==> src/hw/rtl/osc_pkg.sv <==
// Shared types, constants and coefficient tables for the soft-clip distortion block.
// No dependencies; every other file in hw/rtl refers to it by scoped names.
`default_nettype none

package osc_pkg;

   // Datapath widths
   localparam int MAG_W      = 44;            // multiplier magnitude operand
   localparam int COEF_W     = 32;            // multiplier serial operand (Q0.32)
   localparam int PROD_W     = MAG_W + COEF_W;
   localparam int ST_W       = 40;            // Q10.30 state
   localparam int SUM_W      = 46;            // signed working width
   localparam int KNEE_W     = 25;
   localparam int STEP_W     = 26;
   localparam int NUM_W      = 40;            // clipper numerator magnitude
   localparam int QUO_W      = 42;            // clipper quotient magnitude
   localparam int O_W        = QUO_W + 1;     // signed clipper result
   localparam int PEND_W     = 32;            // Q3.28 pending output
   localparam int CSR_DATA_W = 26;

   localparam int COEF_SHIFT = 32;
   localparam int COMP_SHIFT = 34;
   localparam int KNEE_SHIFT = 30;

   localparam logic [KNEE_W-1:0] KNEE_ONE   = 25'd16777216;
   localparam logic [KNEE_W-1:0] GAIN_MAX   = 25'd17891328;
   localparam logic [KNEE_W-1:0] GAIN_RESET = 25'd5957818;

   typedef logic [COEF_W-1:0] coef_type;

   // All-pass coefficients 0.6, 1/3, 1/7 and raised-cosine blend weights, Q0.32
   localparam coef_type AP_COEF [3] = '{32'd2576980378, 32'd1431655765, 32'd613566757};
   localparam coef_type W_NEXT  [3] = '{32'd3665983898, 32'd2147483648, 32'd628983398};
   localparam coef_type W_PREV  [3] = '{32'd628983398,  32'd2147483648, 32'd3665983898};
   localparam coef_type COMP_Q32    = 32'd11811160;   // 0.011 / 4

   typedef enum logic [1:0] {
      CSR_DIST_START,
      CSR_DIST_STEP,
      CSR_DRIVE_START,
      CSR_DRIVE_STEP
   } csr_idx_type;

   typedef enum logic [1:0] {
      SH_DRIVE,
      SH_COEF,
      SH_COMP
   } shift_type;

   typedef enum logic [3:0] {
      ST_IDLE,
      ST_DRIVE,
      ST_CLIP0,
      ST_AP,
      ST_AP_CLIP,
      ST_W_NEXT,
      ST_W_PREV,
      ST_SCALE,
      ST_COMP_PREV,
      ST_COMP_NEXT,
      ST_OUT
   } state_type;

   typedef struct packed {
      logic                 start;
      shift_type            shift;
      logic [MAG_W-1:0]     mag;
      coef_type             coef;
   } mul_req_type;

   typedef struct packed {
      logic                 start;
      logic [NUM_W-1:0]     mag;
      logic [KNEE_W-1:0]    knee;
   } div_req_type;

endpackage

`default_nettype wire

==> src/hw/rtl/osc_mul.sv <==
// Bit-serial shift-add multiplier, one coefficient bit per cycle, with rounded shift.
// Depends on osc_pkg for widths, shift codes and the request struct.
`default_nettype none

module osc_mul #(
   parameter int DRIVE_SHIFT = 9
) (
   input  wire logic                        clock,
   input  wire logic                        reset,
   input  wire osc_pkg::mul_req_type        req,
   output logic                             done,
   output logic [osc_pkg::MAG_W-1:0]        result
);

   localparam int CNT_W = $clog2(osc_pkg::COEF_W + 1);

   logic                          busy_ff, busy_in;
   logic                          done_ff, done_in;
   logic [CNT_W-1:0]              cnt_ff, cnt_in;
   logic [osc_pkg::MAG_W-1:0]     mag_ff, mag_in;
   osc_pkg::coef_type             coef_ff, coef_in;
   osc_pkg::shift_type            shift_ff, shift_in;
   logic [osc_pkg::PROD_W-1:0]    acc_ff, acc_in;
   logic [osc_pkg::MAG_W-1:0]     res_ff, res_in;
   logic [osc_pkg::MAG_W:0]       part;
   logic [osc_pkg::MAG_W-1:0]     rounded;

   // Partial sum for the current coefficient bit (LSB first)
   assign part = {1'b0, acc_ff[osc_pkg::PROD_W-1:osc_pkg::COEF_W]}
               + (coef_ff[0] ? {1'b0, mag_ff} : '0);

   // Round to nearest on the magnitude: add the bit just below the cut
   always_comb begin
      case (shift_ff)
         osc_pkg::SH_DRIVE: rounded = osc_pkg::MAG_W'(acc_ff >> DRIVE_SHIFT)
                                    + osc_pkg::MAG_W'(acc_ff[DRIVE_SHIFT-1]);
         osc_pkg::SH_COEF:  rounded = osc_pkg::MAG_W'(acc_ff >> osc_pkg::COEF_SHIFT)
                                    + osc_pkg::MAG_W'(acc_ff[osc_pkg::COEF_SHIFT-1]);
         osc_pkg::SH_COMP:  rounded = osc_pkg::MAG_W'(acc_ff >> osc_pkg::COMP_SHIFT)
                                    + osc_pkg::MAG_W'(acc_ff[osc_pkg::COMP_SHIFT-1]);
         default:           rounded = '0;
      endcase
   end

   // Sequencing: load, 32 shift-add steps, one rounding step
   always_comb begin
      busy_in  = busy_ff;
      done_in  = 1'b0;
      cnt_in   = cnt_ff;
      mag_in   = mag_ff;
      coef_in  = coef_ff;
      shift_in = shift_ff;
      acc_in   = acc_ff;
      res_in   = res_ff;
      if (req.start) begin
         busy_in  = 1'b1;
         cnt_in   = '0;
         mag_in   = req.mag;
         coef_in  = req.coef;
         shift_in = req.shift;
         acc_in   = '0;
      end else if (busy_ff) begin
         if (cnt_ff == CNT_W'(osc_pkg::COEF_W)) begin
            res_in  = rounded;
            done_in = 1'b1;
            busy_in = 1'b0;
         end else begin
            acc_in  = {part, acc_ff[osc_pkg::COEF_W-1:1]};
            coef_in = coef_ff >> 1;
            cnt_in  = cnt_ff + CNT_W'(1);
         end
      end
   end

   always_ff @(posedge clock) begin
      if (reset) begin
         busy_ff <= 1'b0;
         done_ff <= 1'b0;
         cnt_ff  <= '0;
      end else begin
         busy_ff <= busy_in;
         done_ff <= done_in;
         cnt_ff  <= cnt_in;
      end
      mag_ff   <= mag_in;
      coef_ff  <= coef_in;
      shift_ff <= shift_in;
      acc_ff   <= acc_in;
      res_ff   <= res_in;
   end

   assign done   = done_ff;
   assign result = res_ff;

endmodule

`default_nettype wire

==> config.mk <==
export PLATFORM = sky130hd
export DESIGN_NAME = osc_mul
export DESIGN_NICKNAME = d
export VERILOG_FILES = /design/src/hw/rtl/osc_pkg.sv /design/src/hw/rtl/osc_mul.sv
export SDC_FILE = /design/constraint.sdc
export NUM_CORES = 1
export LEC_CHECK = 0
export BUFFER_PORTS_ARGS = -buffer_cell sky130_fd_sc_hd__buf_2
export CORE_AREA = 2 2 147 149
export DETAILED_ROUTE_END_ITERATION = 10
export DIE_AREA = 0 0 149 151
export PLACE_DENSITY = 0.8
export RECOVER_POWER = 25
export SYNTH_ARGS = -nofsm -noshare
export SYNTH_HDL_FRONTEND = slang
export SYNTH_SLANG_ARGS = --single-unit
==> constraint.sdc <==
create_clock -name clock -period 16.65 [get_ports clock]
set_input_delay 3.33 -clock clock [delete_from_list [all_inputs] [get_ports clock]]
set_output_delay 3.33 -clock clock [all_outputs]
set_load 0.02 [all_outputs]
==> reports/results.txt <==
share of cells above drive strength 1 -> 14.3%
met1 Use GR -> 38.6%
top cell type's share of synthesized area -> 29.5%
gr busiest metal -> met2
vias in the first global route -> 9732
Mapped Avg Cell Area -> 8.99 µm²
unrepaired setup endpoints after global routing -> false
number of failing hold endpoints at the final stage -> 0
DR pass1 iterations -> 6
top-count cell post-synth -> nand2_1
Die W -> 149 µm
Setup Crit Path Kind -> input pin to flop
Routed WL -> 30400 µm
status -> finished, violations left
DRC viols -> 0
DIE AREA -> 22500 µm²
setup TNS -> 0 ps
clock period minus worst slack -> 6210 ps
Final Cycle Share -> 37.3%
clock skew -> 12.3 ps
crit path launch type -> input pin
CTS Hold Bufs -> 0
Post-Layout Cell Count -> 1733
clk_lat worst skew -> 460 ps
Final #Nets -> 1579
failing checks -> capacitance limit, slew limit
switching power total -> 367 µW
Vias/cell -> 6.02
placed cell count -> 1701
f_max -> 0.161 GHz
CTS root buf -> clkbuf_16
core area -> 20800 µm²
Distinct cells, synth -> 67
Cell Int Power -> 849 µW
Via Count -> 10425
register area share after synthesis -> 41.7%
CP max FO -> 49
Clock transition at path regs -> 80 ps
initial antenna violation count -> 0
Routed WL per cell -> 17.6 µm
final setup margin -> 10440 ps
Post-synth EDFFs -> 122
Port Buffers -> 125
Worst-Margin Slew -> 2320 ps
synth cell count leaders -> nand2_1, edfxtp_1, a21oi_1, nor2_1, xnor2_1
FF-to-FF Start -> coef_ff[0]$_DFFE_PP_
Critical Path RT -> 16970 ps
Netlist Area Pre-Place -> 12400 µm²
Max H-tree Level -> 4
final setup fails -> 0
met2 Use GR -> 45.0%
switching portion of total power -> 30.2%
Hold Path Class -> flop to flop
maximum VDD drop -> 0.0766 mV
first-pass GRT wire length -> 49500 µm
hpwl dp -> 22600 µm
synth warn -> 0
Setup WS pre-CTS -> 11310 ps
# diodes -> 0
PD cells -> 88.8 nW/µm²
Clk pwr share -> 36.5%
Hold Path Origin -> acc_ff[9]$_SDFFE_PP0P_
Critical path origin -> req[78]
top_reg_cell synth -> edfxtp_1
# Post-CTS Setup Buffers -> 0
post-CTS sizing -> 0
row count -> 53
Final GP Congestion -> 1.04
FF+latch count, synth -> 198
area delta synth->final -> 10.2%
# fillers -> 1761
Area contributors post-synth -> edfxtp_1, dfxtp_1, nand2_1
number of top-level pins -> 126
slew margin rel. -> -54.9%
fraction of registers with async set/reset -> 0%
Slew Viols, Final -> 129
synthesized netlist cell count -> 1383
M3 GR Usage -> 4.64%
largest net degree at the start of global routing -> 72
Gate power share -> 15.5%
total CTS buffers -> 17
WP data arrival -> 6540 ps
Clock Tree Buf Depth -> 2
Sink Count -> 198
Post-Syn Nets -> 1517
Starting Density -> 59.7%
Die Ht -> 151 µm
gr usage total -> 28.1%
gr ovfl total -> 0
Starting DRT DRC Count -> 1022
post-route ant nets -> 0
Crit. End Element -> flop
Flop pwr share -> 48.1%
Final Util -> 65.8%
Max Cap Viol -> 3
TritonCTS clock tree -> yes
dominant cell type by area after synthesis -> edfxtp_1
Leakage Power -> 0.00514 µW
[power by group through the flow]
stage	Clock [µW]	Sequential, µW	Combinational, µW
6_report	443	585	188
5_1_grt	468	588	208
4_1_cts	446	584	185
3_5_place_dp	0	595	184
3_3_place_gp	0	593	180
2_1_floorplan	0	573	154
[path summary, 6_finish.rpt]
| check | to | slack [ps] | depth (start not counted) |
|---|---|---|---|
| worst max-delay path | acc_ff[69]$_SDFFE_PP0P_ | 10440 | 6 |
| worst max register to register | acc_ff[69]$_SDFFE_PP0P_ | 12430 | 12 |
| worst min register to register | acc_ff[8]$_SDFFE_PP0P_ | 480 | 2 |
| worst min-delay path | acc_ff[8]$_SDFFE_PP0P_ | 480 | 2 |
[sequential cells by signal (all words and copies together) (netlist names)]
| signal | count |
|---|---|
| done | 1 |
| busy_ff | 1 |
| cnt_ff | 6 |
| acc_ff | 68 |
| mag_ff | 44 |
| coef_ff | 32 |
| shift_ff | 2 |
| result | 44 |
[routing by layer]
| metal | up-vias | wire (µm) |
|---|---|---|
| li1 | 5038 | - |
| met1 | 4832 | 13000 |
| met2 | 487 | 13800 |
| met3 | 68 | 2790 |
| met4 | 0 | 849 |
| met5 | - | 0 |
[worst max-delay path, cell delays in order]
cell,delay [ps]
clkbuf_1,1610
buf_4,710
nor2_1,260
buf_4,250
a41oi_1,190
o21ai_0,110
[cells by family (layout without fill, tap and decap cells)]
logic type | Yosys count | count (layout) | synth area share [%]
adder cells (fa/ha/maj) | 53 | 53 | 5.40
AND/OR/NAND/NOR | 523 | 523 | 19.7
multiplexers | 36 | 36 | 3.22
buffers and inverters | 114 | 189 | 4.02
AO/OA/AOI/OAI | 298 | 298 | 14.7
XOR/XNOR | 161 | 161 | 11.3
flip-flops | 198 | 198 | 41.7
[metrics by stage]
step	hold slack (ps)	power, µW	instance area, µm²
final	477	1220	13700
after global routing	503	1260	13700
after CTS	476	1210	13700
after detailed placement	464	779	13100
after global placement	446	773	13100
after floorplan	441	727	12400
[placed cells by master, fill, tap and decap left out, types with 4 or more instances in the layout]
| master | count |
|---|---|
| nand4_1 | 33 |
| or2_2 | 4 |
| or3_1 | 10 |
| nor3_1 | 22 |
| clkbuf_16 | 18 |
| a21oi_1 | 115 |
| mux2_2 | 32 |
| a2111oi_0 | 4 |
| nor2b_1 | 6 |
| o21ai_0 | 58 |
| nand2b_1 | 5 |
| xnor2_1 | 86 |
| mux2i_1 | 4 |
| dfxtp_1 | 76 |
| inv_8 | 7 |
| o22ai_1 | 29 |
| o21bai_1 | 10 |
| xor2_1 | 75 |
| o221ai_1 | 9 |
| buf_4 | 8 |
| and2_1 | 48 |
| and3_1 | 20 |
| a31oi_1 | 5 |
| a22o_1 | 15 |
| a211oi_1 | 7 |
| inv_12 | 4 |
| nor2_1 | 101 |
| nand3_1 | 36 |
| nand2_1 | 213 |
| edfxtp_1 | 122 |
| buf_2 | 124 |
| a21o_1 | 17 |
| ha_1 | 52 |
| nor4_1 | 9 |
| inv_1 | 22 |
[layout make-up]
| class | count | area (µm²) | area share [%] |
|---|---|---|---|
| multi-input cells | 1071 | 6750 | 49.3 |
| flip-flops and latches | 198 | 5180 | 37.9 |
| repair buffers | 135 | 692 | 5.05 |
| clock buffers | 18 | 450 | 3.29 |
| well taps | 275 | 344 | 2.51 |
| clock inverters | 14 | 193 | 1.41 |
| inverters | 22 | 82.6 | 0.603 |
Power figures use the tool's default switching activity.
