## src/hw/rtl/osc_pkg.sv

```systemverilog
// Shared types, constants and coefficient tables for the soft-clip distortion block.
// No dependencies; every other file in hw/rtl refers to it by scoped names.
`default_nettype none

package osc_pkg;

   // Datapath widths
   localparam int MAG_W      = 44;            // multiplier magnitude operand
   localparam int COEF_W     = 32;            // multiplier serial operand (Q0.32)
   localparam int PROD_W     = MAG_W + COEF_W;
   localparam int ST_W       = 40;            // Q10.30 state
   localparam int SUM_W      = 46;            // signed working width
   localparam int KNEE_W     = 25;
   localparam int STEP_W     = 26;
   localparam int NUM_W      = 40;            // clipper numerator magnitude
   localparam int QUO_W      = 42;            // clipper quotient magnitude
   localparam int O_W        = QUO_W + 1;     // signed clipper result
   localparam int PEND_W     = 32;            // Q3.28 pending output
   localparam int CSR_DATA_W = 26;

   localparam int COEF_SHIFT = 32;
   localparam int COMP_SHIFT = 34;
   localparam int KNEE_SHIFT = 30;

   localparam logic [KNEE_W-1:0] KNEE_ONE   = 25'd16777216;
   localparam logic [KNEE_W-1:0] GAIN_MAX   = 25'd17891328;
   localparam logic [KNEE_W-1:0] GAIN_RESET = 25'd5957818;

   typedef logic [COEF_W-1:0] coef_type;

   // All-pass coefficients 0.6, 1/3, 1/7 and raised-cosine blend weights, Q0.32
   localparam coef_type AP_COEF [3] = '{32'd2576980378, 32'd1431655765, 32'd613566757};
   localparam coef_type W_NEXT  [3] = '{32'd3665983898, 32'd2147483648, 32'd628983398};
   localparam coef_type W_PREV  [3] = '{32'd628983398,  32'd2147483648, 32'd3665983898};
   localparam coef_type COMP_Q32    = 32'd11811160;   // 0.011 / 4

   typedef enum logic [1:0] {
      CSR_DIST_START,
      CSR_DIST_STEP,
      CSR_DRIVE_START,
      CSR_DRIVE_STEP
   } csr_idx_type;

   typedef enum logic [1:0] {
      SH_DRIVE,
      SH_COEF,
      SH_COMP
   } shift_type;

   typedef enum logic [3:0] {
      ST_IDLE,
      ST_DRIVE,
      ST_CLIP0,
      ST_AP,
      ST_AP_CLIP,
      ST_W_NEXT,
      ST_W_PREV,
      ST_SCALE,
      ST_COMP_PREV,
      ST_COMP_NEXT,
      ST_OUT
   } state_type;

   typedef struct packed {
      logic                 start;
      shift_type            shift;
      logic [MAG_W-1:0]     mag;
      coef_type             coef;
   } mul_req_type;

   typedef struct packed {
      logic                 start;
      logic [NUM_W-1:0]     mag;
      logic [KNEE_W-1:0]    knee;
   } div_req_type;

endpackage

`default_nettype wire

```

## src/hw/rtl/osc_div.sv

```systemverilog
// Soft-clipper divider: |x| / ((1-d)|x| + d) in Q10.30, restoring, one quotient bit a cycle.
// Depends on osc_pkg for widths, the knee constant and the request struct.
`default_nettype none

module osc_div (
   input  wire logic                        clock,
   input  wire logic                        reset,
   input  wire osc_pkg::div_req_type        req,
   output logic                             done,
   output logic [osc_pkg::QUO_W-1:0]        result
);

   localparam int DEN_W  = osc_pkg::KNEE_W + osc_pkg::NUM_W;
   localparam int REM_W  = DEN_W + 1;
   localparam int CNT_W  = $clog2(osc_pkg::QUO_W);
   // Quotient bits above QUO_W are always zero, so the first 52 dividend bits load at once
   localparam int PRE_SH = 54 - osc_pkg::QUO_W;

   logic                          busy_ff, busy_in;
   logic                          prep_ff, prep_in;
   logic                          done_ff, done_in;
   logic [CNT_W-1:0]              cnt_ff, cnt_in;
   logic [osc_pkg::NUM_W-1:0]     num_ff, num_in;
   logic [osc_pkg::KNEE_W-1:0]    knee_ff, knee_in;
   logic [DEN_W-1:0]              den_ff, den_in;
   logic [REM_W-1:0]              rem_ff, rem_in;
   logic [osc_pkg::QUO_W-1:0]     quo_ff, quo_in;
   logic [DEN_W-1:0]              den_prod;
   logic [REM_W-1:0]              rem_sh;
   logic                          take;

   // Denominator (1-d)*n + d*2^30, all in Q54
   assign den_prod = DEN_W'(osc_pkg::KNEE_ONE - knee_ff) * DEN_W'(num_ff);
   assign rem_sh   = {rem_ff[REM_W-2:0], 1'b0};
   // Zero denominator only for zero input at zero knee: answer stays 0
   assign take     = (den_ff != '0) && (rem_sh >= REM_W'(den_ff));

   always_comb begin
      busy_in = busy_ff;
      prep_in = 1'b0;
      done_in = 1'b0;
      cnt_in  = cnt_ff;
      num_in  = num_ff;
      knee_in = knee_ff;
      den_in  = den_ff;
      rem_in  = rem_ff;
      quo_in  = quo_ff;
      if (req.start) begin
         busy_in = 1'b1;
         prep_in = 1'b1;
         num_in  = req.mag;
         knee_in = req.knee;
      end else if (prep_ff) begin
         den_in = den_prod + (DEN_W'(knee_ff) << osc_pkg::KNEE_SHIFT);
         rem_in = REM_W'(num_ff) << PRE_SH;
         quo_in = '0;
         cnt_in = '0;
      end else if (busy_ff) begin
         rem_in = take ? rem_sh - REM_W'(den_ff) : rem_sh;
         quo_in = {quo_ff[osc_pkg::QUO_W-2:0], take};
         cnt_in = cnt_ff + CNT_W'(1);
         if (cnt_ff == CNT_W'(osc_pkg::QUO_W - 1)) begin
            busy_in = 1'b0;
            done_in = 1'b1;
         end
      end
   end

   always_ff @(posedge clock) begin
      if (reset) begin
         busy_ff <= 1'b0;
         prep_ff <= 1'b0;
         done_ff <= 1'b0;
         cnt_ff  <= '0;
      end else begin
         busy_ff <= busy_in;
         prep_ff <= prep_in;
         done_ff <= done_in;
         cnt_ff  <= cnt_in;
      end
      num_ff  <= num_in;
      knee_ff <= knee_in;
      den_ff  <= den_in;
      rem_ff  <= rem_in;
      quo_ff  <= quo_in;
   end

   assign done   = done_ff;
   assign result = quo_ff;

endmodule

`default_nettype wire

```

## config.mk

```make
export PLATFORM = sky130hd
export DESIGN_NAME = osc_div
export DESIGN_NICKNAME = d
export VERILOG_FILES = /design/src/hw/rtl/osc_pkg.sv /design/src/hw/rtl/osc_div.sv
export SDC_FILE = /design/constraint.sdc
export NUM_CORES = 2
export LEC_CHECK = 0
export BUFFER_PORTS_ARGS = -buffer_cell sky130_fd_sc_hd__buf_4
export CORE_MARGIN = 2
export CORE_UTILIZATION = 50
export CTS_CLUSTER_DIAMETER = 80
export DETAILED_ROUTE_END_ITERATION = 12
export GPL_ROUTABILITY_DRIVEN = 1
export PLACE_DENSITY_LB_ADDON = 0.3
export SYNTH_ARGS = -nofsm -noshare
export SYNTH_HDL_FRONTEND = slang
export SYNTH_SLANG_ARGS = --single-unit
```

## constraint.sdc

```tcl
create_clock -name clock -period 8.6 [get_ports clock]
set_clock_uncertainty 0.1 [all_clocks]
set_input_delay 0.86 -clock clock [delete_from_list [all_inputs] [get_ports clock]]
set_output_delay 0.86 -clock clock [all_outputs]
set_load 0.005 [all_outputs]
```

==> implementation parameters <==
Parameter                              Value

Drt
  Number of optimization iterations in the first detailed-route pass ... 6
  Mean routed wirelength per cell ... 19.5 um
  Post-Route WL ... 129000 um
  Routed Antenna Nets ... 0
  First DRT Iteration DRCs ... 2421
  Number of remaining DRC errors ... 0
  Vias/cell ... 5.41
  Vias after detailed routing ... 35700

Worst setup path
  CP required ... 8.89 ns
  R2R Path Start ... knee_ff[8]
  Critical path class ... register to register
  Cell class contributing the biggest share of worst-path delay ... adder cells
  Cell repeated most along the worst path ... sky130_fd_sc_hd__fa_1
  Combined buffer and inverter count along the critical path ... 6
  Worst Reg2Reg Path Length in Cells ... 31
  Crit path arrival time ... 9.25 ns
  Critical register-to-register path endpoint ... den_ff[62]
  Reg-to-reg slack, setup ... -0.36 ns
  Largest fanout of any net on the critical path ... 7
  Crit-path slowest cell ... sky130_fd_sc_hd__or4_4
  Crit path capture type ... register
  Max incr delay on CP ... 0.57 ns
  Element type at the critical path start ... register

Worst hold path
  HP Class ... input port to register
  Min-Delay Startpoint ... req[22]
  Endpoint with the worst hold slack ... knee_ff[22]
  Hold-critical path depth ... 1

Global route
  Overflow after GRT ... 0
  Vias in the first global route ... 38200
  Pin count of the biggest net entering global routing ... 78
  Antenna violations before repair ... 0
  First-pass GRT wire length ... 209000 um
  GRT Overall Usage ... 27.2%

CTS
  Clock-pin slew on the worst setup and hold paths ... 0.06 ns
  Total CTS buffers ... 31
  Clock network latency to the later pin of the worst-skew pair ... 0.64 ns
  Clk sink count ... 246
  Post-CTS Hold Fix Bufs ... 0
  Clock tree from TritonCTS ... yes
  H-tree depth ... 1
  Buffer type at the clock tree root ... sky130_fd_sc_hd__clkbuf_16
  Worst-case clock buffer depth ... 3

Timing
  Setup violation total in the final timing report ... 19
  Unrepaired setup endpoints after global routing ... yes
  Final hold violation count ... 0
  Slew Viols, Final ... 0
  Part of the cycle the worst path needs ... 104%
  Setup slack of the critical path after layout ... -0.361 ns
  Transition time at the pin with the least slew margin ... 1.25 ns
  Tmin final ... 8.96 ns
  Hold WS ... 0.293 ns
  Max-slew headroom at the worst pin ... 16.8%
  Highest clock rate ... 112 MHz
  Sum Neg Setup Slack ... -3.47 ns

Cells and area
  Final std cell area, no fill ... 0.0536 mm2
  Commonest non-fill, non-tap cell in the layout ... sky130_fd_sc_hd__inv_1
  Diode insertion count for antenna repair ... 0
  Signed area change from the synthesized netlist to the final layout ... 13.7%
  Fraction of final layout cells sized beyond drive strength 1 ... 12.8%
  # nets final ... 6624
  Most frequent cells in the layout ... sky130_fd_sc_hd__inv_1 (1103), sky130_fd_sc_hd__fa_1 (924), sky130_fd_sc_hd__nand2_1 (865)
  Filler cells ... 8156

Placement
  Port Buffer Count ... 110
  Final HPWL DP ... 105000 um
  Placement Cell Area ... 0.0514 mm2
  Routability Congestion ... 0.967

Die
  Boundary pin count ... 111
  Height of the die ... 311 um
  Initial Util ... 50.5%
  Area of the core ... 0.0933 mm2
  Horizontal extent of the die ... 311 um
  Number of cell rows ... 112
  Die area ... 0.0967 mm2

Status
  Run status ... complete, but fails checks
  Violations in the final reports ... setup timing

Job
  MaxCap Viol Count ... 0

Synth
  Mean instance size in the synthesized netlist ... 9.18 um2
  Mapped Nets ... 6429
  Distinct cells, synth ... 73
  Count of flip-flops with a built-in enable after synthesis ... 237
  Sequential-to-total area share from yosys stat ... 15.5%
  Syn. warnings ... 0
  Total standard cell area after synthesis ... 0.0471 mm2
  Seq cells post-synth ... 246
  Most common flop cell mapped by yosys ... sky130_fd_sc_hd__edfxtp_1
  Ys async rst share ... 0%
  Cell count after synthesis ... 5133
==> how the worst max path moves through the flow <==
| stage | start | cells after the start | slack [ns] | endpoint |
|---|---|---|---|---|
| floorplan | knee_ff[8] | 29 | -0.001 | den_ff[63] |
| global placement | knee_ff[5] | 35 | -0.65 | den_ff[60] |
| detailed placement | knee_ff[5] | 31 | -0.78 | den_ff[64] |
| CTS | knee_ff[8] | 31 | -0.38 | den_ff[62] |
| global route | knee_ff[8] | 31 | -0.72 | den_ff[62] |
| finish | knee_ff[8] | 31 | -0.36 | den_ff[62] |
==> synthesized netlist by cell type, types with 11 or more instances <==
cell type / count / area (um2)
sky130_fd_sc_hd__o21ai_1: 26 / 130
sky130_fd_sc_hd__nor2b_1: 58 / 363
sky130_fd_sc_hd__o21ai_0: 91 / 455
sky130_fd_sc_hd__a211oi_1: 15 / 113
sky130_fd_sc_hd__clkbuf_1: 260 / 976
sky130_fd_sc_hd__buf_1: 22 / 82.6
sky130_fd_sc_hd__nor4_1: 31 / 194
sky130_fd_sc_hd__or2_2: 20 / 125
sky130_fd_sc_hd__o31ai_1: 12 / 90.1
sky130_fd_sc_hd__a21oi_1: 164 / 821
sky130_fd_sc_hd__inv_1: 1108 / 4160
sky130_fd_sc_hd__nand4_1: 38 / 238
sky130_fd_sc_hd__edfxtp_1: 237 / 7120
sky130_fd_sc_hd__nor3_1: 29 / 145
sky130_fd_sc_hd__mux2i_1: 44 / 440
sky130_fd_sc_hd__fa_1: 936 / 18700
sky130_fd_sc_hd__and2_1: 269 / 1680
sky130_fd_sc_hd__xor2_1: 48 / 420
sky130_fd_sc_hd__nor2_1: 134 / 503
sky130_fd_sc_hd__nand3_1: 44 / 220
sky130_fd_sc_hd__o21bai_1: 31 / 233
sky130_fd_sc_hd__xnor2_1: 95 / 832
sky130_fd_sc_hd__and3_1: 11 / 68.8
sky130_fd_sc_hd__a31oi_1: 24 / 150
sky130_fd_sc_hd__o21a_1: 15 / 113
sky130_fd_sc_hd__nand2_1: 878 / 3300
sky130_fd_sc_hd__ha_1: 292 / 3650
sky130_fd_sc_hd__a21o_1: 54 / 405
sky130_fd_sc_hd__nand2b_1: 19 / 119
==> stage by stage <==
step                worst slack [ns]  utilization [%]  std cells
detailed placement            -0.779             55.0       6509
CTS                           -0.376             57.0       6599
finish                        -0.361             57.4       6606
global placement              -0.646             55.0       6509
global route                  -0.724             57.4       6606
floorplan                   -0.00122                -       5133
==> sequential cells by signal, indices dropped and copies added, names as in the netlist <==
name,count
busy_ff,1
cnt_ff,6
den_ff,65
done,1
knee_ff,25
num_ff,40
prep_ff,1
rem_ff,65
result,42
==> routing by layer <==
metal / track usage (%) / wire length (um)
met4: 8.50 / 4890
met5: 0 / 0
met1: 36.3 / 53000
met2: 46.2 / 61700
met3: 3.90 / 9070
==> area by class of cell <==
cell class	count	area, um2	area share (%)
repair buffers	454	3990	7.45
clock buffers	43	841	1.57
inverters	1108	4160	7.76
multi-input cells	3487	35500	66.3
flip-flops and latches	246	7300	13.6
clock inverters	14	184	0.343
well taps	1254	1570	2.93
==> logic make-up (layout without fill, tap and decap cells) <==
| group | count (synthesis) | in the layout | share of synthesized area [%] |
|---|---|---|---|
| compound gates | 502 | 502 | 6.66 |
| xor+xnor | 143 | 143 | 2.66 |
| fa+ha+maj | 1228 | 1228 | 47.5 |
| buf+inv | 1400 | 1619 | 11.3 |
| flops | 246 | 246 | 15.5 |
| mux | 44 | 44 | 0.935 |
| simple gates | 1570 | 1570 | 15.5 |
==> what timing repair did <==
item                                    in CTS  in global routing
endpoints found under the setup margin      29                 32
setup buffers                               29                 10
pin swaps                                   72                 39
gates resized for setup                    111                 70
cloned                                       4                  0
==> worst reg2reg max path, delay by kind of cell (launching register included) <==
family / cells / cell delay, ns
xor+xnor: 2 / 0.24
flops: 1 / 0.38
fa+ha+maj: 8 / 3.72
buf+inv: 6 / 0.48
simple gates: 9 / 2.56
compound gates: 6 / 1.26
Power is not shown: default switching activity piles up to over one toggle a cycle in this logic, so the estimate is an artifact.
